`src/hw/rtl/sha512_pkg.sv`:
```
// Package with the shared types, constants and round constants of the SHA-512 engine.
`timescale 1ns / 1ps
package sha512_pkg;
	localparam int unsigned WordW = 64;
	localparam int unsigned Rounds = 80;
	localparam int unsigned BlockWords = 16;

	typedef logic [WordW-1:0] word_t;

	typedef enum logic [2:0] {
		ST_IDLE,
		ST_PAD,
		ST_ROUND,
		ST_FIN,
		ST_OUT
	} state_t;

	typedef enum logic [2:0] {
		SEL_IN,
		SEL_LAST,
		SEL_MARK,
		SEL_ZERO,
		SEL_LEN
	} push_sel_t;

	typedef struct packed {
		logic push;
		push_sel_t sel;
		logic load;
		logic round;
		logic [6:0] rnd;
		logic final_add;
		logic emit;
		logic [2:0] emit_idx;
		logic init;
	} sha_cmd_t;

	typedef struct packed {
		logic out_free;
	} sha_stat_t;

	function automatic word_t iv(input logic [2:0] i);
		word_t r;
		case (i)
			3'd0: r = 64'h6a09e667f3bcc908;
			3'd1: r = 64'hbb67ae8584caa73b;
			3'd2: r = 64'h3c6ef372fe94f82b;
			3'd3: r = 64'ha54ff53a5f1d36f1;
			3'd4: r = 64'h510e527fade682d1;
			3'd5: r = 64'h9b05688c2b3e6c1f;
			3'd6: r = 64'h1f83d9abfb41bd6b;
			default: r = 64'h5be0cd19137e2179;
		endcase
		return r;
	endfunction

	function automatic word_t round_k(input logic [6:0] t);
		word_t r;
		case (t)
			7'd0: r = 64'h428a2f98d728ae22; 7'd1: r = 64'h7137449123ef65cd;
			7'd2: r = 64'hb5c0fbcfec4d3b2f; 7'd3: r = 64'he9b5dba58189dbbc;
			7'd4: r = 64'h3956c25bf348b538; 7'd5: r = 64'h59f111f1b605d019;
			7'd6: r = 64'h923f82a4af194f9b; 7'd7: r = 64'hab1c5ed5da6d8118;
			7'd8: r = 64'hd807aa98a3030242; 7'd9: r = 64'h12835b0145706fbe;
			7'd10: r = 64'h243185be4ee4b28c; 7'd11: r = 64'h550c7dc3d5ffb4e2;
			7'd12: r = 64'h72be5d74f27b896f; 7'd13: r = 64'h80deb1fe3b1696b1;
			7'd14: r = 64'h9bdc06a725c71235; 7'd15: r = 64'hc19bf174cf692694;
			7'd16: r = 64'he49b69c19ef14ad2; 7'd17: r = 64'hefbe4786384f25e3;
			7'd18: r = 64'h0fc19dc68b8cd5b5; 7'd19: r = 64'h240ca1cc77ac9c65;
			7'd20: r = 64'h2de92c6f592b0275; 7'd21: r = 64'h4a7484aa6ea6e483;
			7'd22: r = 64'h5cb0a9dcbd41fbd4; 7'd23: r = 64'h76f988da831153b5;
			7'd24: r = 64'h983e5152ee66dfab; 7'd25: r = 64'ha831c66d2db43210;
			7'd26: r = 64'hb00327c898fb213f; 7'd27: r = 64'hbf597fc7beef0ee4;
			7'd28: r = 64'hc6e00bf33da88fc2; 7'd29: r = 64'hd5a79147930aa725;
			7'd30: r = 64'h06ca6351e003826f; 7'd31: r = 64'h142929670a0e6e70;
			7'd32: r = 64'h27b70a8546d22ffc; 7'd33: r = 64'h2e1b21385c26c926;
			7'd34: r = 64'h4d2c6dfc5ac42aed; 7'd35: r = 64'h53380d139d95b3df;
			7'd36: r = 64'h650a73548baf63de; 7'd37: r = 64'h766a0abb3c77b2a8;
			7'd38: r = 64'h81c2c92e47edaee6; 7'd39: r = 64'h92722c851482353b;
			7'd40: r = 64'ha2bfe8a14cf10364; 7'd41: r = 64'ha81a664bbc423001;
			7'd42: r = 64'hc24b8b70d0f89791; 7'd43: r = 64'hc76c51a30654be30;
			7'd44: r = 64'hd192e819d6ef5218; 7'd45: r = 64'hd69906245565a910;
			7'd46: r = 64'hf40e35855771202a; 7'd47: r = 64'h106aa07032bbd1b8;
			7'd48: r = 64'h19a4c116b8d2d0c8; 7'd49: r = 64'h1e376c085141ab53;
			7'd50: r = 64'h2748774cdf8eeb99; 7'd51: r = 64'h34b0bcb5e19b48a8;
			7'd52: r = 64'h391c0cb3c5c95a63; 7'd53: r = 64'h4ed8aa4ae3418acb;
			7'd54: r = 64'h5b9cca4f7763e373; 7'd55: r = 64'h682e6ff3d6b2b8a3;
			7'd56: r = 64'h748f82ee5defb2fc; 7'd57: r = 64'h78a5636f43172f60;
			7'd58: r = 64'h84c87814a1f0ab72; 7'd59: r = 64'h8cc702081a6439ec;
			7'd60: r = 64'h90befffa23631e28; 7'd61: r = 64'ha4506cebde82bde9;
			7'd62: r = 64'hbef9a3f7b2c67915; 7'd63: r = 64'hc67178f2e372532b;
			7'd64: r = 64'hca273eceea26619c; 7'd65: r = 64'hd186b8c721c0c207;
			7'd66: r = 64'heada7dd6cde0eb1e; 7'd67: r = 64'hf57d4f7fee6ed178;
			7'd68: r = 64'h06f067aa72176fba; 7'd69: r = 64'h0a637dc5a2c898a6;
			7'd70: r = 64'h113f9804bef90dae; 7'd71: r = 64'h1b710b35131c471b;
			7'd72: r = 64'h28db77f523047d84; 7'd73: r = 64'h32caab7b40c72493;
			7'd74: r = 64'h3c9ebe0a15c9bebc; 7'd75: r = 64'h431d67c49c100d4c;
			7'd76: r = 64'h4cc5d4becb3e42b6; 7'd77: r = 64'h597f299cfc657e2a;
			7'd78: r = 64'h5fcb6fab3ad6faec; 7'd79: r = 64'h6c44198c4a475817;
			default: r = '0;
		endcase
		return r;
	endfunction
endpackage

```
`src/hw/rtl/sha512_ctrl.sv`:
```
// Controller state machine that sequences absorb, padding, rounds and digest output.
`timescale 1ns / 1ps
module sha512_ctrl
	import sha512_pkg::*;
(
	input logic clk,
	input logic arst_n,
	input logic in_valid,
	input logic [3:0] valid_bytes,
	input logic message_end,
	output logic in_stall,
	input sha_stat_t stat,
	output sha_cmd_t cmd
);
	state_t state_q, state_d;
	logic [3:0] widx_q, widx_d;
	logic [6:0] rnd_q, rnd_d;
	logic [2:0] oidx_q, oidx_d;
	logic pad_q, pad_d, mark_q, mark_d, extra_q, extra_d, done_q, done_d;

	always_ff @(posedge clk or negedge arst_n) begin
		if (!arst_n) begin
			state_q <= ST_IDLE;
			widx_q <= '0;
			rnd_q <= '0;
			oidx_q <= '0;
			pad_q <= 1'b0;
			mark_q <= 1'b0;
			extra_q <= 1'b0;
			done_q <= 1'b0;
		end else begin
			state_q <= state_d;
			widx_q <= widx_d;
			rnd_q <= rnd_d;
			oidx_q <= oidx_d;
			pad_q <= pad_d;
			mark_q <= mark_d;
			extra_q <= extra_d;
			done_q <= done_d;
		end
	end

	always_comb begin
		state_d = state_q;
		widx_d = widx_q;
		rnd_d = rnd_q;
		oidx_d = oidx_q;
		pad_d = pad_q;
		mark_d = mark_q;
		extra_d = extra_q;
		done_d = done_q;
		in_stall = 1'b1;
		cmd = '0;
		cmd.sel = SEL_IN;
		cmd.rnd = rnd_q;
		cmd.emit_idx = oidx_q;
		case (state_q)
			ST_IDLE: begin
				in_stall = 1'b0;
				if (in_valid) begin
					cmd.push = 1'b1;
					if (message_end) begin
						cmd.sel = SEL_LAST;
						pad_d = 1'b1;
						mark_d = (valid_bytes >= 4'd8);
						extra_d = (valid_bytes < 4'd8) && (widx_q == 4'd14);
						state_d = ST_PAD;
					end
					if (widx_q == 4'd15) begin
						cmd.load = 1'b1;
						widx_d = '0;
						rnd_d = '0;
						state_d = ST_ROUND;
					end else begin
						widx_d = widx_q + 4'd1;
					end
				end
			end
			ST_PAD: begin
				cmd.push = 1'b1;
				if (mark_q) begin
					cmd.sel = SEL_MARK;
					mark_d = 1'b0;
					if (widx_q == 4'd14) begin
						extra_d = 1'b1;
					end
				end else if (widx_q == 4'd15 && !extra_q) begin
					cmd.sel = SEL_LEN;
					done_d = 1'b1;
				end else begin
					cmd.sel = SEL_ZERO;
				end
				if (widx_q == 4'd15) begin
					cmd.load = 1'b1;
					extra_d = 1'b0;
					widx_d = '0;
					rnd_d = '0;
					state_d = ST_ROUND;
				end else begin
					widx_d = widx_q + 4'd1;
				end
			end
			ST_ROUND: begin
				cmd.round = 1'b1;
				rnd_d = rnd_q + 7'd1;
				if (rnd_q == 7'(Rounds - 1)) begin
					state_d = ST_FIN;
				end
			end
			ST_FIN: begin
				cmd.final_add = 1'b1;
				if (done_q) begin
					oidx_d = '0;
					state_d = ST_OUT;
				end else if (pad_q) begin
					state_d = ST_PAD;
				end else begin
					state_d = ST_IDLE;
				end
			end
			ST_OUT: begin
				if (stat.out_free) begin
					cmd.emit = 1'b1;
					oidx_d = oidx_q + 3'd1;
					if (oidx_q == 3'd7) begin
						cmd.init = 1'b1;
						done_d = 1'b0;
						pad_d = 1'b0;
						state_d = ST_IDLE;
					end
				end
			end
			default: begin
				state_d = ST_IDLE;
			end
		endcase
	end

`ifndef NO_ASSERTIONS
	a_fin_after_round: assert property (@(posedge clk) disable iff (!arst_n)
		state_q == ST_FIN |-> $past(state_q) == ST_ROUND && $past(rnd_q) == 7'(Rounds - 1))
		else $error("finalize without full round sequence");
	a_out_block_aligned: assert property (@(posedge clk) disable iff (!arst_n)
		state_q == ST_OUT |-> widx_q == 4'd0 && done_q)
		else $error("digest output with partial block");
	a_emit_free: assert property (@(posedge clk) disable iff (!arst_n)
		cmd.emit |-> stat.out_free)
		else $error("digest emitted into busy output register");
`endif
endmodule

```
`config.mk`:
```
export PLATFORM = sky130hd
export DESIGN_NAME = sha512_ctrl
export DESIGN_NICKNAME = d
export VERILOG_FILES = /design/src/hw/rtl/sha512_pkg.sv /design/src/hw/rtl/sha512_ctrl.sv
export SDC_FILE = /design/constraint.sdc
export NUM_CORES = 1
export LEC_CHECK = 0
export BUFFER_PORTS_ARGS = -buffer_cell sky130_fd_sc_hd__buf_4
export CORE_ASPECT_RATIO = 1.1
export CORE_MARGIN = 4
export CORE_UTILIZATION = 42
export CTS_CLUSTER_DIAMETER = 120
export CTS_CLUSTER_SIZE = 30
export DETAILED_ROUTE_END_ITERATION = 10
export HOLD_SLACK_MARGIN = 0.1
export PLACE_DENSITY = 0.63
export SYNTH_ARGS = -nofsm -noshare
export SYNTH_HDL_FRONTEND = slang
export SYNTH_SLANG_ARGS = --single-unit
```
`constraint.sdc`:
```
create_clock -name clk -period 1.85 [get_ports clk]
set_clock_uncertainty 0.15 [all_clocks]
set_input_delay 0.0925 -clock clk [delete_from_list [all_inputs] [get_ports clk]]
set_output_delay 0.0925 -clock clk [all_outputs]
set_load 0.05 [all_outputs]
```
# Word-level counts from Yosys, hierarchy flattened
# Index checks and enable logic that the tools add are counted.
# classes
magnitude_cmp	2
muxes	50
add_sub_neg	3
n_eq_ne	20
reduce_logical	17
# op_table
operator	count
$mux 3	12
$mux 1	24
$pmux 7 s3	1
$ne 2x2->1 const B	9
$pmux 3 s5	1
$reduce_and 5->1	3
$mux 7	2
$pmux 5 s2	1
$ne 3x3->1 const B	3
$eq 4x4->1 const B	2
$mux 4	2
$pmux 1 s2	4
$pmux 4 s2	1
$reduce_bool 2->1	4
$add 7x1->7 const B	1
$eq 7x7->1 const B	1
$eq 3x2->1 const B	2
$eq 3x3->1 const B	2
$pmux 3 s2	1
$reduce_and 3->1	2
$reduce_and 6->1	1
$mux 5	1
$add 4x1->4 const B	1
$ge 4x4->1 const B	1
8 further kinds	10
# word_totals
register_bits	21
elab_cells	100

# Logic depth before layout (Yosys ltp)
# depth
ltp_word	5
depth_mapped	5
mapped_depth_nobuf	5

# Worst setup path after synthesis
# No wires, ideal clock.
# synth_path
path_type	register to register
start	reg state_q[2]
end	reg done_q
stages_incl_launch_ff	5
path_buffers	1
t_arrival_ns	2.725
setup_time_ns	0.072
setup_slack_ns	-1.098
cell_sequence	dfrtp_1 -> buf_2 -> or3b_2 -> nor4_1 -> o21a_1
# synth_between
elab_chain_cells	3
# synth_lines
item	line	text
from (decl)	sha512_ctrl.sv:15	state_t state_q, state_d;
from (signal assigned)	sha512_ctrl.sv:32	state_q <= state_d;
$eq 3x3->1 or $eq 3x1->1 (tied branches)	sha512_ctrl.sv:57	case (state_q)
$ne 2x2->1 (no line) or $reduce_bool 2->1 (tied branches)	n/a	
$reduce_and 5->1 (no line)	n/a	
to (signal assigned)	sha512_ctrl.sv:39	done_q <= done_d;
to (decl)	sha512_ctrl.sv:19	logic pad_q, pad_d, mark_q, mark_d, extra_q, extra_d, done_q, done_d;
# Parallel ways exist; a longest one is shown, timed or not.
# A chain may end at the register's enable or synchronous reset.

==> impl_metrics.json <==
{
  "wl_met3_um": 103,
  "die_w_um": 58.8,
  "cp_slowest_cell": "dfrtp_1",
  "relSlewSlack_pct": 80.6,
  "num_rows": 19,
  "start_util_pct": 45.5,
  "die_area_um2": 3750,
  "power_switching_mw": 1.42,
  "fill_cells": 222,
  "path_common_cell": "buf_6",
  "setup_slack_ns": -0.0248,
  "worstMarginPinSlew_ns": 0.288,
  "synth_area_per_cell_um2": 9.60,
  "utilization_pct": 69.2,
  "wl_met2_um": 1580,
  "post-place-ws_ns": 0.0750,
  "violations": "setup timing",
  "min_period_ns": 1.87,
  "cts_tree": "yes",
  "vias": 1171,
  "clkTransAtPathRegs_ns": 0.12,
  "wl_met1_um": 1280,
  "place_area_um2": 1490,
  "drv_slew": 0,
  "power_density_nw_per_um2": 1600,
  "p_int_mw": 1.47,
  "numPortBuffers": 25,
  "layout.cells.non_filler": 210,
  "drc_errors": 0,
  "syn_inst": 124,
  "postRouteAntennaNets": 0,
  "start_kind": "flip-flop",
  "insertion_delay_ns": 0.29,
  "multi_input_area_um2": 687,
  "hold_viol_final": 0,
  "drt-total-wl_um": 2980,
  "regArea_um2": 531,
  "cp.required_ns": 1.61,
  "yosys_warnings": 0,
  "ios": 29,
  "vias_per_cell": 5.58,
  "pwr-share-clk_pct": 7.6,
  "syn-num-nets": 138,
  "clock_sinks": 21,
  "place_congestion": 0.800,
  "die_y_um": 63.8,
  "dp_hpwl_um": 2030,
  "slowest_delay_ns": 0.40,
  "antenna_found_initial": 0,
  "total_leakage_power_nw": 0.841,
  "cap_violations": 0,
  "grt_first_pass_wirelength_um": 4820,
  "setup_viol": 3,
  "critPathArrivalTime_ns": 1.63,
  "track_usage_pct": 15.8,
  "synth_area_um2": 1190,
  "design_area_um2": 1810,
  "drive_gt1_share_pct": 41.9,
  "crit_fanout": 3,
  "ir_drop_uv": 1140,
  "critical_path.cell_chain": "buf_6 -> or3b_4 -> nor4_4 -> buf_6",
  "seq_power_share_pct": 29.4,
  "htreeDepth": 1,
  "fin_crit_sh_pct": 101,
  "sw_frac_of_total_pct": 49.1,
  "outcome": "finished, violations left",
  "rsz0062_at_grt": "true",
  "routedWlPerCell_um": 14.2,
  "setup_tns_ns": -0.0675,
  "nets": 194,
  "seq_area_frac_synth_pct": 44.2,
  "fmax_ghz": 0.533,
  "ys_seq_elements": 21,
  "fp.coreArea_um2": 2620,
  "endpoint_kind": "output pin",
  "r2r_slack_ns": -0.02,
  "crit_type": "reg -> out",
  "clockRootBuffer": "clkbuf_4",
  "netlist-cell-type-count": 42,
  "grt_pass1_vias": 1110,
  "dr.pass1.iters": 2,
  "clock_path_buffers": 2,
  "dpl.cell_count": 184,
  "antenna_cells": 0,
  "hold_path.class": "reg -> reg",
  "grt_max_degree": 22,
  "combinationalPowerShare_pct": 63.0,
  "grt-ovfl-total": 0,
  "dr.max_layer_used": "met4",
  "syn_to_final_growth_pct": 52.2,
  "drt_iter0_drc": 25,
  "p_total_mw": 2.89,
  "whs_ns": 0.379,
  "cts_buffers": 3
}
-- per-layer routing --
| layer | track usage, % | vias to the layer above |
|---|---|---|
| met5 | 0 | - |
| met4 | 5.10 | 0 |
| met3 | 2.01 | 2 |
| met2 | 28.0 | 19 |
| met1 | 19.5 | 576 |
| li1 | - | 574 |
-- cell usage in the layout, fill, tap and decap left out, types with 2 or more instances in the layout --
cell	instances
or4_1	2
o31ai_1	4
a32o_1	2
nand2_1	6
dfrtp_2	4
a22o_1	2
and3_1	2
nor3b_1	3
nor2_4	2
buf_6	7
or3b_4	2
or3_1	4
inv_1	7
clkbuf_4	3
o211ai_1	2
nor2b_1	3
buf_8	4
buf_4	39
o41ai_1	2
dfrtp_1	17
a21oi_1	7
or2_4	2
nand3_1	5
a31oi_1	2
o21ai_0	8
ha_1	4
dlygate4sd3_1	6
nor2_1	2
-- path summary, 6_finish.rpt --
path	startpoint	endpoint	cells past startpoint
worst max-delay path	state_q[0]	cmd[17]	4
max in group asynchronous	arst_n	state_q[2]	3
worst min register to register	rnd_q[0]	rnd_q[0]	1
min in group asynchronous	arst_n	rnd_q[4]	3
worst max register to register	state_q[0]	oidx_q[0]	7
worst min-delay path	rnd_q[0]	rnd_q[0]	1
-- area by class of cell --
class | instances | area share, %
sequential | 21 | 29.3
inverter | 9 | 2.00
clock buffer | 4 | 1.45
tap | 31 | 2.14
timing repair buffer | 56 | 27.2
multi-input combinational | 89 | 37.9
-- state kept, by name (all words and copies together) (netlist names) --
name,count
rnd_q,7
widx_q,4
oidx_q,3
state_q,3
done_q,1
extra_q,1
mark_q,1
pad_q,1
-- Yosys cell counts (all sizes together) --
| cell | count | area [um2] |
|---|---|---|
| dfrtp | 21 | 526 |
| inv | 9 | 33.8 |
| a21oi | 8 | 40.0 |
| o21ai | 8 | 40.0 |
| nand2 | 7 | 26.3 |
| nand3 | 6 | 30.0 |
| ha | 5 | 62.6 |
| nor2 | 4 | 15.0 |
| o31ai | 4 | 30.0 |
| or3 | 4 | 25.0 |
| clkbuf | 3 | 11.3 |
| nor2b | 3 | 18.8 |
| nor3 | 3 | 20.0 |
| nor3b | 3 | 22.5 |
| or2 | 3 | 18.8 |
| a22o | 2 | 17.5 |
| a31oi | 2 | 12.5 |
| a32o | 2 | 20.0 |
| and3 | 2 | 12.5 |
| buf | 2 | 12.5 |
| o211ai | 2 | 15.0 |
| o41ai | 2 | 17.5 |
| or3b | 2 | 20.0 |
| or4 | 2 | 15.0 |
| a211o | 1 | 8.76 |
| a21boi | 1 | 7.51 |
| a21o | 1 | 7.51 |
| and2 | 1 | 6.26 |
| and4bb | 1 | 12.5 |
| mux2 | 1 | 11.3 |
| mux2i | 1 | 10.0 |
| nand4 | 1 | 6.26 |
| nor4 | 1 | 6.26 |
| nor4b | 1 | 8.76 |
| o21a | 1 | 7.51 |
| o221ai | 1 | 8.76 |
| o2bb2ai | 1 | 8.76 |
| o311ai | 1 | 8.76 |
| xnor2 | 1 | 8.76 |
-- critical path: cells and delay by family, from the launching register on --
| family | cells | cell delay [ns] |
|---|---|---|
| buffers and inverters | 2 | 0.33 |
| flip-flops | 1 | 0.40 |
| AND/OR/NAND/NOR | 2 | 0.61 |
-- power groups by stage --
stage	Combinational [mW]	Clock (mW)	Sequential (mW)
after global routing	1.95	0.251	0.883
after detailed placement	1.55	0	0.839
after global placement	1.53	0	0.826
after CTS	1.74	0.230	0.831
final	1.82	0.219	0.851
after floorplan	0.849	0	1.06
-- timing repair --
item                                   4_1_cts  5_1_grt
setup buffers                                9        7
gates resized for setup                     17       15
hold buffers                                 6        1
setup endpoints to repair                    7       33
endpoints found under the hold margin       26       21
pin swaps                                    3        5
-- cell families after synthesis --
| group | count (synthesis) | share of synthesized area [%] |
|---|---|---|
| multiplexers | 2 | 1.79 |
| buffers and inverters | 14 | 4.84 |
| XOR/XNOR | 1 | 0.736 |
| adder cells (fa/ha/maj) | 5 | 5.26 |
| AO/OA/AOI/OAI | 37 | 21.0 |
| AND/OR/NAND/NOR | 44 | 22.2 |
| flip-flops | 21 | 44.2 |
Note: power is estimated with default switching activity, not from simulation.
